`src/hdl/fbmwl_pkg.sv`:
```
`timescale 1ns / 1ps

package fbmwl_pkg;

    localparam int LB_NUM  = 32;
    localparam int LB_W    = 5;
    localparam int CNT_W   = 16;
    localparam int PHYS_OW = 5;

    localparam int DEF_NUM_BLOCKS = 32;

    localparam logic [CNT_W-1:0] DEF_THRESHOLD = 16'd5;
    localparam logic [CNT_W-1:0] CNT_MAX       = 16'hFFFF;

    localparam logic [1:0] KIND_READ  = 2'd0;
    localparam logic [1:0] KIND_WRITE = 2'd1;
    localparam logic [1:0] KIND_ERASE = 2'd2;

    localparam logic [2:0] CMD_NONE  = 3'd0;
    localparam logic [2:0] CMD_READ  = 3'd1;
    localparam logic [2:0] CMD_WRITE = 3'd2;
    localparam logic [2:0] CMD_COPY  = 3'd3;
    localparam logic [2:0] CMD_ERASE = 3'd4;

    typedef enum logic [9:0] {
        S_CLEAR  = 10'b00_0000_0001,
        S_IDLE   = 10'b00_0000_0010,
        S_DISP   = 10'b00_0000_0100,
        S_WIPE   = 10'b00_0000_1000,
        S_SCAN   = 10'b00_0001_0000,
        S_SLAST  = 10'b00_0010_0000,
        S_DECIDE = 10'b00_0100_0000,
        S_REMAP  = 10'b00_1000_0000,
        S_FERASE = 10'b01_0000_0000,
        S_FWRITE = 10'b10_0000_0000
    } t_state;

    function automatic logic [CNT_W-1:0] f_sat_inc(input logic [CNT_W-1:0] c);
        return (c == CNT_MAX) ? c : c + 1'b1;
    endfunction

endpackage

```
`src/hdl/flash_block_map_wear_leveling_unit.sv`:
```
`timescale 1ns / 1ps
// Read, and erase of an unmapped block: one output word per request; erase of a mapped block:
// one ERASE word. Write: a scan of all NUM_BLOCKS count words, after an ERASE of the old block
// when one is mapped, then a WRITE (NONE with status if none is writable), or a COPY, map search,
// ERASE and WRITE when a cold-data swap runs; output stalls hold every step that emits a word.
// Reset: synchronous, active low; after it a clearing pass over all NUM_BLOCKS words
// initialises the count table while requests stall.
module flash_block_map_wear_leveling_unit
    import fbmwl_pkg::*;
#(
    parameter int NUM_BLOCKS = DEF_NUM_BLOCKS
) (
    input  logic               i_clk,
    input  logic               i_rst_n,
    input  logic               i_in_valid,
    output logic               o_in_stall,
    input  logic [1:0]         i_kind,
    input  logic [LB_W-1:0]    i_logical_block,
    output logic               o_out_valid,
    input  logic               i_out_stall,
    output logic [2:0]         o_command,
    output logic [PHYS_OW-1:0] o_phys_block,
    output logic [PHYS_OW-1:0] o_copy_source,
    output logic               o_status,
    output logic               o_last,
    input  logic               i_cfg_we,
    input  logic [CNT_W-1:0]   i_cfg_wdata
);

    localparam int PW = (NUM_BLOCKS > 1) ? $clog2(NUM_BLOCKS) : 1;

    function automatic logic [PHYS_OW-1:0] f_pout(input logic [PW-1:0] idx);
        logic [PW+PHYS_OW-1:0] t;
        t = {{PHYS_OW{1'b0}}, idx};
        return t[PHYS_OW-1:0];
    endfunction

    // count table: {writable, erase count}
    logic [CNT_W:0]    r_mem [NUM_BLOCKS];
    logic [CNT_W:0]    r_rd_data;
    logic              mem_we;
    logic [PW-1:0]     mem_waddr, mem_raddr;
    logic [CNT_W:0]    mem_wdata;

    logic [PW-1:0]     r_map [LB_NUM];
    logic [LB_NUM-1:0] r_mvalid;
    logic              map_we, map_wvalid;
    logic [LB_W-1:0]   map_ra, map_wa;
    logic [PW-1:0]     map_wdata;
    logic              mv;
    logic [PW-1:0]     mp;

    t_state            r_state, n_state;
    logic [CNT_W-1:0]  r_thr;
    logic [1:0]        r_kind, n_kind;
    logic [LB_W-1:0]   r_lb, n_lb;
    logic [PW-1:0]     r_p, n_p;
    logic [PW-1:0]     r_addr, n_addr;
    logic [LB_W-1:0]   r_mi, n_mi;
    logic              r_sv, n_sv;
    logic [PW-1:0]     r_sidx, n_sidx;
    logic              r_hf, n_hf, r_hu, n_hu;
    logic [PW-1:0]     r_fidx, n_fidx, r_uidx, n_uidx;
    logic [CNT_W-1:0]  r_fcnt, n_fcnt, r_ucnt, n_ucnt;

    logic               r_o_valid, n_o_valid;
    logic [2:0]         r_o_cmd, n_o_cmd;
    logic [PHYS_OW-1:0] r_o_phys, n_o_phys, r_o_src, n_o_src;
    logic               r_o_status, n_o_status, r_o_last, n_o_last;

    logic              out_free;
    logic              rd_wr;
    logic [CNT_W-1:0]  rd_cnt, cmp_ref;
    logic              cmp_lt;

    assign out_free  = !r_o_valid || !i_out_stall;
    assign o_in_stall = (r_state != S_IDLE);

    assign mv = r_mvalid[map_ra];
    assign mp = r_map[map_ra];

    assign rd_wr   = r_rd_data[CNT_W];
    assign rd_cnt  = r_rd_data[CNT_W-1:0];
    assign cmp_ref = rd_wr ? r_fcnt : r_ucnt;
    assign cmp_lt  = rd_cnt < cmp_ref;

    always_comb begin
        n_state    = r_state;
        n_kind     = r_kind;
        n_lb       = r_lb;
        n_p        = r_p;
        n_addr     = r_addr;
        n_mi       = r_mi;
        n_sv       = 1'b0;
        n_sidx     = r_sidx;
        n_hf       = r_hf;
        n_hu       = r_hu;
        n_fidx     = r_fidx;
        n_uidx     = r_uidx;
        n_fcnt     = r_fcnt;
        n_ucnt     = r_ucnt;
        n_o_valid  = r_o_valid && i_out_stall;
        n_o_cmd    = r_o_cmd;
        n_o_phys   = r_o_phys;
        n_o_src    = r_o_src;
        n_o_status = r_o_status;
        n_o_last   = r_o_last;
        mem_we     = 1'b0;
        mem_waddr  = r_p;
        mem_wdata  = r_rd_data;
        mem_raddr  = r_p;
        map_ra     = r_lb;
        map_we     = 1'b0;
        map_wa     = r_lb;
        map_wvalid = 1'b0;
        map_wdata  = r_fidx;

        // running minima over the scanned words
        if (r_sv) begin
            if (rd_wr && (!r_hf || cmp_lt)) begin
                n_hf   = 1'b1;
                n_fidx = r_sidx;
                n_fcnt = rd_cnt;
            end
            if (!rd_wr && (!r_hu || cmp_lt)) begin
                n_hu   = 1'b1;
                n_uidx = r_sidx;
                n_ucnt = rd_cnt;
            end
        end

        unique case (r_state)
            S_CLEAR: begin
                mem_we    = 1'b1;
                mem_waddr = r_addr;
                mem_wdata = {1'b1, {CNT_W{1'b0}}};
                if (r_addr == PW'(NUM_BLOCKS - 1)) begin
                    n_state = S_IDLE;
                end else begin
                    n_addr = r_addr + 1'b1;
                end
            end
            S_IDLE: begin
                if (i_in_valid) begin
                    n_kind  = i_kind;
                    n_lb    = i_logical_block;
                    n_state = S_DISP;
                end
            end
            S_DISP: begin
                mem_raddr = mp;
                n_p       = mp;
                n_addr    = '0;
                n_hf      = 1'b0;
                n_hu      = 1'b0;
                priority if (r_kind == KIND_READ) begin
                    if (out_free) begin
                        n_o_valid  = 1'b1;
                        n_o_cmd    = mv ? CMD_READ : CMD_NONE;
                        n_o_phys   = mv ? f_pout(mp) : '0;
                        n_o_src    = '0;
                        n_o_status = !mv;
                        n_o_last   = 1'b1;
                        n_state    = S_IDLE;
                    end
                end else if (r_kind == KIND_ERASE) begin
                    if (mv) begin
                        n_state = S_WIPE;
                    end else if (out_free) begin
                        n_o_valid  = 1'b1;
                        n_o_cmd    = CMD_NONE;
                        n_o_phys   = '0;
                        n_o_src    = '0;
                        n_o_status = 1'b1;
                        n_o_last   = 1'b1;
                        n_state    = S_IDLE;
                    end
                end else if (r_kind == KIND_WRITE) begin
                    n_state = mv ? S_WIPE : S_SCAN;
                end else begin
                    n_state = S_IDLE;
                end
            end
            S_WIPE: begin
                if (out_free) begin
                    mem_we     = 1'b1;
                    mem_waddr  = r_p;
                    mem_wdata  = {1'b1, f_sat_inc(rd_cnt)};
                    n_o_valid  = 1'b1;
                    n_o_cmd    = CMD_ERASE;
                    n_o_phys   = f_pout(r_p);
                    n_o_src    = '0;
                    n_o_status = 1'b0;
                    n_o_last   = (r_kind == KIND_ERASE);
                    if (r_kind == KIND_ERASE) begin
                        map_we     = 1'b1;
                        map_wdata  = '0;
                        map_wvalid = 1'b0;
                        n_state    = S_IDLE;
                    end else begin
                        n_state = S_SCAN;
                    end
                end
            end
            S_SCAN: begin
                mem_raddr = r_addr;
                n_sv      = 1'b1;
                n_sidx    = r_addr;
                if (r_addr == PW'(NUM_BLOCKS - 1)) begin
                    n_state = S_SLAST;
                end else begin
                    n_addr = r_addr + 1'b1;
                end
            end
            S_SLAST: begin
                n_state = S_DECIDE;
            end
            S_DECIDE: begin
                if (out_free) begin
                    n_o_valid  = 1'b1;
                    n_o_src    = '0;
                    n_o_status = 1'b0;
                    n_o_last   = 1'b1;
                    priority if (!r_hf) begin
                        n_o_cmd    = CMD_NONE;
                        n_o_phys   = '0;
                        n_o_status = 1'b1;
                        map_we     = 1'b1;
                        map_wdata  = '0;
                        n_state    = S_IDLE;
                    end else if (r_fcnt >= r_thr && r_hu) begin
                        mem_we    = 1'b1;
                        mem_waddr = r_fidx;
                        mem_wdata = {1'b0, r_fcnt};
                        n_o_cmd   = CMD_COPY;
                        n_o_phys  = f_pout(r_fidx);
                        n_o_src   = f_pout(r_uidx);
                        n_o_last  = 1'b0;
                        n_mi      = '0;
                        n_state   = S_REMAP;
                    end else begin
                        mem_we     = 1'b1;
                        mem_waddr  = r_fidx;
                        mem_wdata  = {1'b0, r_fcnt};
                        map_we     = 1'b1;
                        map_wvalid = 1'b1;
                        n_o_cmd    = CMD_WRITE;
                        n_o_phys   = f_pout(r_fidx);
                        n_state    = S_IDLE;
                    end
                end
            end
            S_REMAP: begin
                map_ra = r_mi;
                if (mv && mp == r_uidx) begin
                    map_we     = 1'b1;
                    map_wa     = r_mi;
                    map_wvalid = 1'b1;
                    n_state    = S_FERASE;
                end else if (r_mi == LB_W'(LB_NUM - 1)) begin
                    n_state = S_FERASE;
                end else begin
                    n_mi = r_mi + 1'b1;
                end
            end
            S_FERASE: begin
                if (out_free) begin
                    // freed block is erased then written: store the final word at once
                    mem_we     = 1'b1;
                    mem_waddr  = r_uidx;
                    mem_wdata  = {1'b0, f_sat_inc(r_ucnt)};
                    n_o_valid  = 1'b1;
                    n_o_cmd    = CMD_ERASE;
                    n_o_phys   = f_pout(r_uidx);
                    n_o_src    = '0;
                    n_o_status = 1'b0;
                    n_o_last   = 1'b0;
                    n_state    = S_FWRITE;
                end
            end
            S_FWRITE: begin
                if (out_free) begin
                    map_we     = 1'b1;
                    map_wvalid = 1'b1;
                    map_wdata  = r_uidx;
                    n_o_valid  = 1'b1;
                    n_o_cmd    = CMD_WRITE;
                    n_o_phys   = f_pout(r_uidx);
                    n_o_src    = '0;
                    n_o_status = 1'b0;
                    n_o_last   = 1'b1;
                    n_state    = S_IDLE;
                end
            end
            default: begin
                n_state = S_IDLE;
            end
        endcase
    end

    always_ff @(posedge i_clk) begin
        if (mem_we) begin
            r_mem[mem_waddr] <= mem_wdata;
        end
        r_rd_data <= r_mem[mem_raddr];
    end

    always_ff @(posedge i_clk) begin
        if (!i_rst_n) begin
            r_mvalid <= '0;
        end else if (map_we) begin
            r_mvalid[map_wa] <= map_wvalid;
        end
    end

    always_ff @(posedge i_clk) begin
        if (map_we) begin
            r_map[map_wa] <= map_wdata;
        end
    end

    always_ff @(posedge i_clk) begin
        if (!i_rst_n) begin
            r_state   <= S_CLEAR;
            r_addr    <= '0;
            r_sv      <= 1'b0;
            r_o_valid <= 1'b0;
            r_thr     <= DEF_THRESHOLD;
        end else begin
            r_state   <= n_state;
            r_addr    <= n_addr;
            r_sv      <= n_sv;
            r_o_valid <= n_o_valid;
            if (i_cfg_we) begin
                r_thr <= i_cfg_wdata;
            end
        end
    end

    always_ff @(posedge i_clk) begin
        r_kind     <= n_kind;
        r_lb       <= n_lb;
        r_p        <= n_p;
        r_mi       <= n_mi;
        r_sidx     <= n_sidx;
        r_hf       <= n_hf;
        r_hu       <= n_hu;
        r_fidx     <= n_fidx;
        r_uidx     <= n_uidx;
        r_fcnt     <= n_fcnt;
        r_ucnt     <= n_ucnt;
        r_o_cmd    <= n_o_cmd;
        r_o_phys   <= n_o_phys;
        r_o_src    <= n_o_src;
        r_o_status <= n_o_status;
        r_o_last   <= n_o_last;
    end

    assign o_out_valid   = r_o_valid;
    assign o_command     = r_o_cmd;
    assign o_phys_block  = r_o_phys;
    assign o_copy_source = r_o_src;
    assign o_status      = r_o_status;
    assign o_last        = r_o_last;

    a_accept_stalls: assert property (@(posedge i_clk) disable iff (!i_rst_n)
        (i_in_valid && !o_in_stall) |=> o_in_stall)
        else $error("request taken while busy");

    a_status_none: assert property (@(posedge i_clk) disable iff (!i_rst_n)
        (o_out_valid && o_status) |-> (o_command == CMD_NONE && o_last))
        else $error("unmapped status on a real command");

    a_swap_distinct: assert property (@(posedge i_clk) disable iff (!i_rst_n)
        (r_state == S_REMAP) |-> (r_fidx != r_uidx && r_hf && r_hu))
        else $error("swap source equals destination");

    a_clear_quiet: assert property (@(posedge i_clk) disable iff (!i_rst_n)
        (r_state == S_CLEAR) |-> (!o_out_valid && o_in_stall))
        else $error("activity during clearing pass");

endmodule
```
`config.mk`:
```
export PLATFORM = sky130hd
export DESIGN_NAME = flash_block_map_wear_leveling_unit
export DESIGN_NICKNAME = d
export VERILOG_FILES = /design/src/hdl/fbmwl_pkg.sv /design/src/hdl/flash_block_map_wear_leveling_unit.sv
export SDC_FILE = /design/constraint.sdc
export NUM_CORES = 1
export LEC_CHECK = 0
export BUFFER_PORTS_ARGS = -buffer_cell sky130_fd_sc_hd__buf_2
export CORE_ASPECT_RATIO = 0.8
export CORE_UTILIZATION = 47
export DETAILED_ROUTE_END_ITERATION = 6
export PLACE_DENSITY = 0.61
export SETUP_SLACK_MARGIN = 0.02
export SLEW_MARGIN = 20
export SYNTH_ARGS = -nofsm -noshare
export SYNTH_HDL_FRONTEND = slang
export SYNTH_SLANG_ARGS = --single-unit
```
`constraint.sdc`:
```
create_clock -name i_clk -period 6.25 [get_ports i_clk]
set_input_delay 0 -clock i_clk [delete_from_list [all_inputs] [get_ports i_clk]]
set_output_delay 0 -clock i_clk [all_outputs]
set_load 0.01 [all_outputs]
```
# == After elaboration in Yosys (flattened, before gate mapping) ==
# Memories as Yosys holds them, arrays and structs flattened. A register that Yosys moved wholly into a read port is not among the register bits.
# Cells that the tools add are included.
# classes
n_eq_ne,38
muxes,123
n_reduce_logical,38
n_lt_le_gt_ge,5
n_addsub,4
# op_table
operator,n
$mux 5,36
$mux 10,12
$pmux 10 s10,1
$mux 17,4
$pmux 17 s4,1
$mux 16,3
$pmux 5 s3,3
$mux 1,38
$add 16x1->16 const B,2
$bwmux 32,1
$eq 16x16->1 const B,2
$pmux 5 s2,3
$mux 3,8
$ne 2x2->1 const B,12
$pmux 5 s4,1
$ge 16x16->1,1
$lt 16x16->1,1
$mux 8,2
$reduce_and 8->1,2
$ne 3x3->1 const B,5
$reduce_and 7->1,2
$lt 5x6->1 const B,2
$pmux 3 s4,1
$reduce_and 6->1,2
other kinds (38),63
# word_totals
out_inout_bits,17
mem_bits_rw,704
wordCells,232
register_bits,146
memories,2
input_bits,28
# memory_table
name,words,width,rd,rd_ports_with_merged_regs,write_ports,line,rtl
r_mem,32,17,1,1,1,flash_block_map_wear_leveling_unit.sv:39,logic [CNT_W:0] r_mem [NUM_BLOCKS];
r_map,32,5,1,0,1,flash_block_map_wear_leveling_unit.sv:45,logic [PW-1:0] r_map [LB_NUM];

# == Logic depth before layout (Yosys ltp) ==
# logic_depth
ltp_word,12
mapped_depth,19
depth_no_buf,13

# == Worst setup path before layout ==
# OpenSTA, ideal clock, no wires.
# synth_timing
path_kind,flip-flop to flip-flop
from,register r_state[3]
to,"memory r_mem[0][12] in the netlist's numbering, data pin"
setup_time_ps,615
slack_ps,1644
stages_incl_launch_ff,9
arrival_ps,3990
t_required_ps,5635
path_buffers,2
path_cell_list,dfxtp_1 clkbuf_1 nor2_1 and3_1 nand2_1 nor3b_1 clkbuf_1 nand2_1 o311ai_0
# synth_between
elab_chain_len,2
word_cells_on_any_way,5
classes_between,eq/ne (4); mux (1)
# synth_lines
element,line,rtl
"start, declared",flash_block_map_wear_leveling_unit.sv:53,"t_state r_state, n_state;"
"start signal, assigned",flash_block_map_wear_leveling_unit.sv:330,r_state <= n_state;
$eq 10x9->1 (tied with other cells),flash_block_map_wear_leveling_unit.sv:132,unique case (r_state)
$pmux 17 s4 *,flash_block_map_wear_leveling_unit.sv:132,
via mem_wdata[12],flash_block_map_wear_leveling_unit.sv:43,logic [CNT_W:0] mem_wdata;
"end, declared",flash_block_map_wear_leveling_unit.sv:39,
# The timed path passes the listed nets; every way through them passes the cells marked *.

# == Worst setup path after layout ==
# layout_timing
from,register r_state[6]
to,register r_rd_data[16] (read register of r_mem)
# layout_between
elab_chain_len,4
word_cells_on_any_way,6
classes_between,eq/ne (3); mux (2); memory (1)
# layout_lines
element,line,rtl
$eq 10x8->1,flash_block_map_wear_leveling_unit.sv:132,
$mux 5,flash_block_map_wear_leveling_unit.sv:132,
$mem_v2 32x5,-,
via mp[1],flash_block_map_wear_leveling_unit.sv:51,logic [PW-1:0] mp;
$pmux 5 s2,flash_block_map_wear_leveling_unit.sv:132,
"end, declared",flash_block_map_wear_leveling_unit.sv:40,logic [CNT_W:0] r_rd_data;
# The timed path passes the listed nets, and every way through them passes these cells.
# A chain may end at the register's enable or synchronous reset.

==> impl_results.md <==
* Status: finished with violations
* Violated checks: design-rule violations
* Asr flop ratio synth at 0%
* Worst-case clock buffer depth at 3
* Clock Skew at 0.0252 ns
* Critical path capture point type: flip-flop
* Slew Limit Fails at 0
* PwrDens at 317 mW/mm^2
* Post-Synthesis Cells at 3,133
* Cell variety after synth at 89
* Share of cells above drive strength 1 at 13.1%
* Final WS setup at 0.262 ns
* Max-cap violations at 0
* Max Freq at 0.167 GHz
* # nets final at ~3.3k
* CTS tree: built
* Synth Register Bits at a little under 900
* Crit-path max FO at 67
* Fin crit period at 5.99 ns
* Worst VDD drop at 0.000203 V
* CTS Buf Count at 88
* Worst slack, placed at 0.371 ns
* DRC at 2
* CP arrival at 6.47 ns
* WL/cell at roughly 29 um
* Fin area at about 0.044 mm^2
* Top Ports at 45
* WHS at 0.0648 ns
* Crit Path Class: reg2reg
* Crit share post-route at 95.8%
* Cell Area, Synth at 0.0384 mm^2
* Clock-pin slew of the registers on the worst-case setup and hold paths at 0.06 ns
* Final hold vios at 0
* Antenna-violating nets left at 0
* Cell Area, Placed at 0.0408 mm^2
* First-pass iteration count of the detailed router at 7
* CP cell instances: or4b_1 > buf_4 > nor3_4 > buf_4 > mux2i_1 > o211ai_1 > a21boi_1 > and3_4 > inv_2 > a21boi_4 > buf_12 > a21oi_1 > a22oi_1 > o22ai_1 > nor4_1
* GRT overflow at 0
* Setup Buffers After CTS at 0
* Pleak at 15.0 nW
* Slowest stage delay, CP at 0.90 ns
* Core Footprint at just over 0.08 mm^2
* Routability cong. at 0.975
* Largest net degree at the start of global routing at 74
* Die Ht at 258 um
* Yosys warning total at 0
* Area leader, netlist: edfxtp_1
* Mean post-synth cell area at around 12 um^2
* Final Util at 54.7%
* Max_slew headroom at approximately a quarter
* Clock Latency Late Sink at around 0.66 ns
* Root Driver: clkbuf_16
* Die Footprint at 0.0830 mm^2
* Num rows at 93
* CTS H-tree lvls at 3
* Min-delay worst type: in2reg
* CP max stage cell: or4b_1
* DRT Wirelength at 127,000 um
* Grt met1 use at 48.2%
* Post-route insts no fill at 4,417
* Vias in the first global route at 26.6k
* DR vias/cell at 6.46
* Post-synth EDFFs at 783
* GR Util met2 at 40.9%
* GRT Total Usage at 30.3%
* Die Width at 322 um
* Fill count at 6,680
* Initial antenna violation count at 4
* GRT busiest layer: met1
* Crit-path most repeated cell: buf_4
* Met3 usage at 8.41%
* Initial Util at a little under half
* Required time of the critical path at 6.73 ns
* Layout area overhead at 15.0%
* Register area share after synthesis at between 60% and 70%
* Worst slew pin tran at 1.12 ns
* Post-synth top flop: edfxtp_1
* Syn_nets at 3,198
* Port bufs at 44
* Startpoint class of the critical path: flip-flop
* CTS sink cnt at 867
* Vias at 28.5k
* Synth top area share at between 60% and 70%
* First-pass GRT wire length at 184,000 um
* Hpwl dp at 83,100 um
* Placed Cells at 4,210
* Synth area leaders: edfxtp_1 (61%), nand2_1 (4.5%), dfxtp_1 (4.4%)
* Final setup viols at 0
* RSZ-0062 raised after global routing: no
* DRT iter0 DRCs at 3,946
==> through the flow <==
step	power [mW]	setup TNS (ns)
after floorplan	7.83	0
final	14.0	0
after global routing	14.4	0
after CTS	14.0	0
after global placement	8.58	-0.00161
after detailed placement	8.63	0
==> cells in the final DEF, fill, tap and decap left out, types with 88 or more instances in the layout <==
cell type  netlist  routed
edfxtp_1       783     783
nand2_1        456     456
a21oi_1        276     275
buf_4            5     147
mux2i_1        132     132
o22ai_1        124     123
o21ai_0        127     117
nor2_1         126     113
nand3_1         99      99
a22oi_1         90      90
clkbuf_16        0      88
==> state kept, by name (all words and copies together) (netlist names), 2 cells and up <==
signal         cells
r_mem            544
r_map            160
r_mvalid          32
r_rd_data         17
r_fcnt            16
r_thr             16
r_ucnt            16
r_state           10
o_copy_source      5
o_phys_block       5
r_addr             5
r_fidx             5
r_lb               5
r_mi               5
r_p                5
r_sidx             5
r_uidx             5
o_command          3
r_kind             2
==> timing repair <==
item | 4_1_cts | 5_1_grt
hold endpoints to repair | 48 | 0
gates resized for setup | 0 | 1
setup endpoints to repair | 0 | 1
hold buffers | 43 | 0
==> final cells by class <==
type | instances | area [um^2] | area share (%)
clock buffers | 117 | 2370 | 5.36
well taps | 1092 | 1370 | 3.09
inverters | 45 | 169 | 0.382
multi-input cells | 1997 | 12400 | 28.0
repair buffers | 252 | 2130 | 4.82
flip-flops and latches | 867 | 25200 | 57.0
diodes | 1 | 2.50 | 0.00566
clock inverters | 46 | 576 | 1.30
==> report_power, final <==
part           internal [mW]  switching [mW]  leakage [nW]
clock network           3.18            2.25          1.44
logic                  0.384            1.26          5.85
registers               6.85          0.0920          7.75
==> synthesized netlist by cell type, types with 37 or more instances <==
library cell and number:
edfxtp_1 783, nand2_1 456, a21oi_1 276, clkbuf_1 135
mux2i_1 132, o21ai_0 127, nor2_1 126, o22ai_1 124
nand3_1 99, a22oi_1 90, dfxtp_1 84, buf_2 63
nand2b_1 51, inv_1 44, a31oi_1 38, ha_1 37
==> routing by layer <==
| layer | wire, um | up-vias |
|---|---|---|
| met5 | 68 | - |
| met4 | 2070 | 4 |
| met3 | 15700 | 160 |
| met2 | 51600 | 1832 |
| met1 | 57300 | 14300 |
| li1 | - | 12300 |
==> cell families (layout without fill, tap and decap cells) <==
| group | after synthesis | count (layout) | synth area share [%] |
|---|---|---|---|
| and+or+nand+nor | 937 | 937 | 11.7 |
| DFF | 867 | 867 | 65.5 |
| AOI/OAI and AO/OA | 862 | 862 | 14.4 |
| buffers and inverters | 269 | 460 | 2.94 |
| muxes | 145 | 145 | 3.88 |
| adders and majority gates | 37 | 37 | 1.20 |
| xor gates and xnor gates | 16 | 16 | 0.365 |
| other | 0 | 1 | 0 |
==> final timing paths <==
kind / startpoint / endpoint / slack [ns] / cells past startpoint
min reg2reg: r_mvalid[28] / r_mvalid[28] / 0.46 / 2
min: i_logical_block[0] / r_lb[0] / 0.06 / 2
max reg2reg: r_state[6] / r_rd_data[16] / 0.26 / 15
max: r_state[6] / r_rd_data[16] / 0.26 / 15
==> worst max-delay path, delay by kind of cell (launching register included) <==
kind	cells	cell delay, ns
AND/OR/NAND/NOR	4	2.50
AO/OA/AOI/OAI	6	1.67
flip-flops	1	0.41
buffers and inverters	4	1.01
multiplexers	1	0.14
Power figures use the tool's default switching activity.
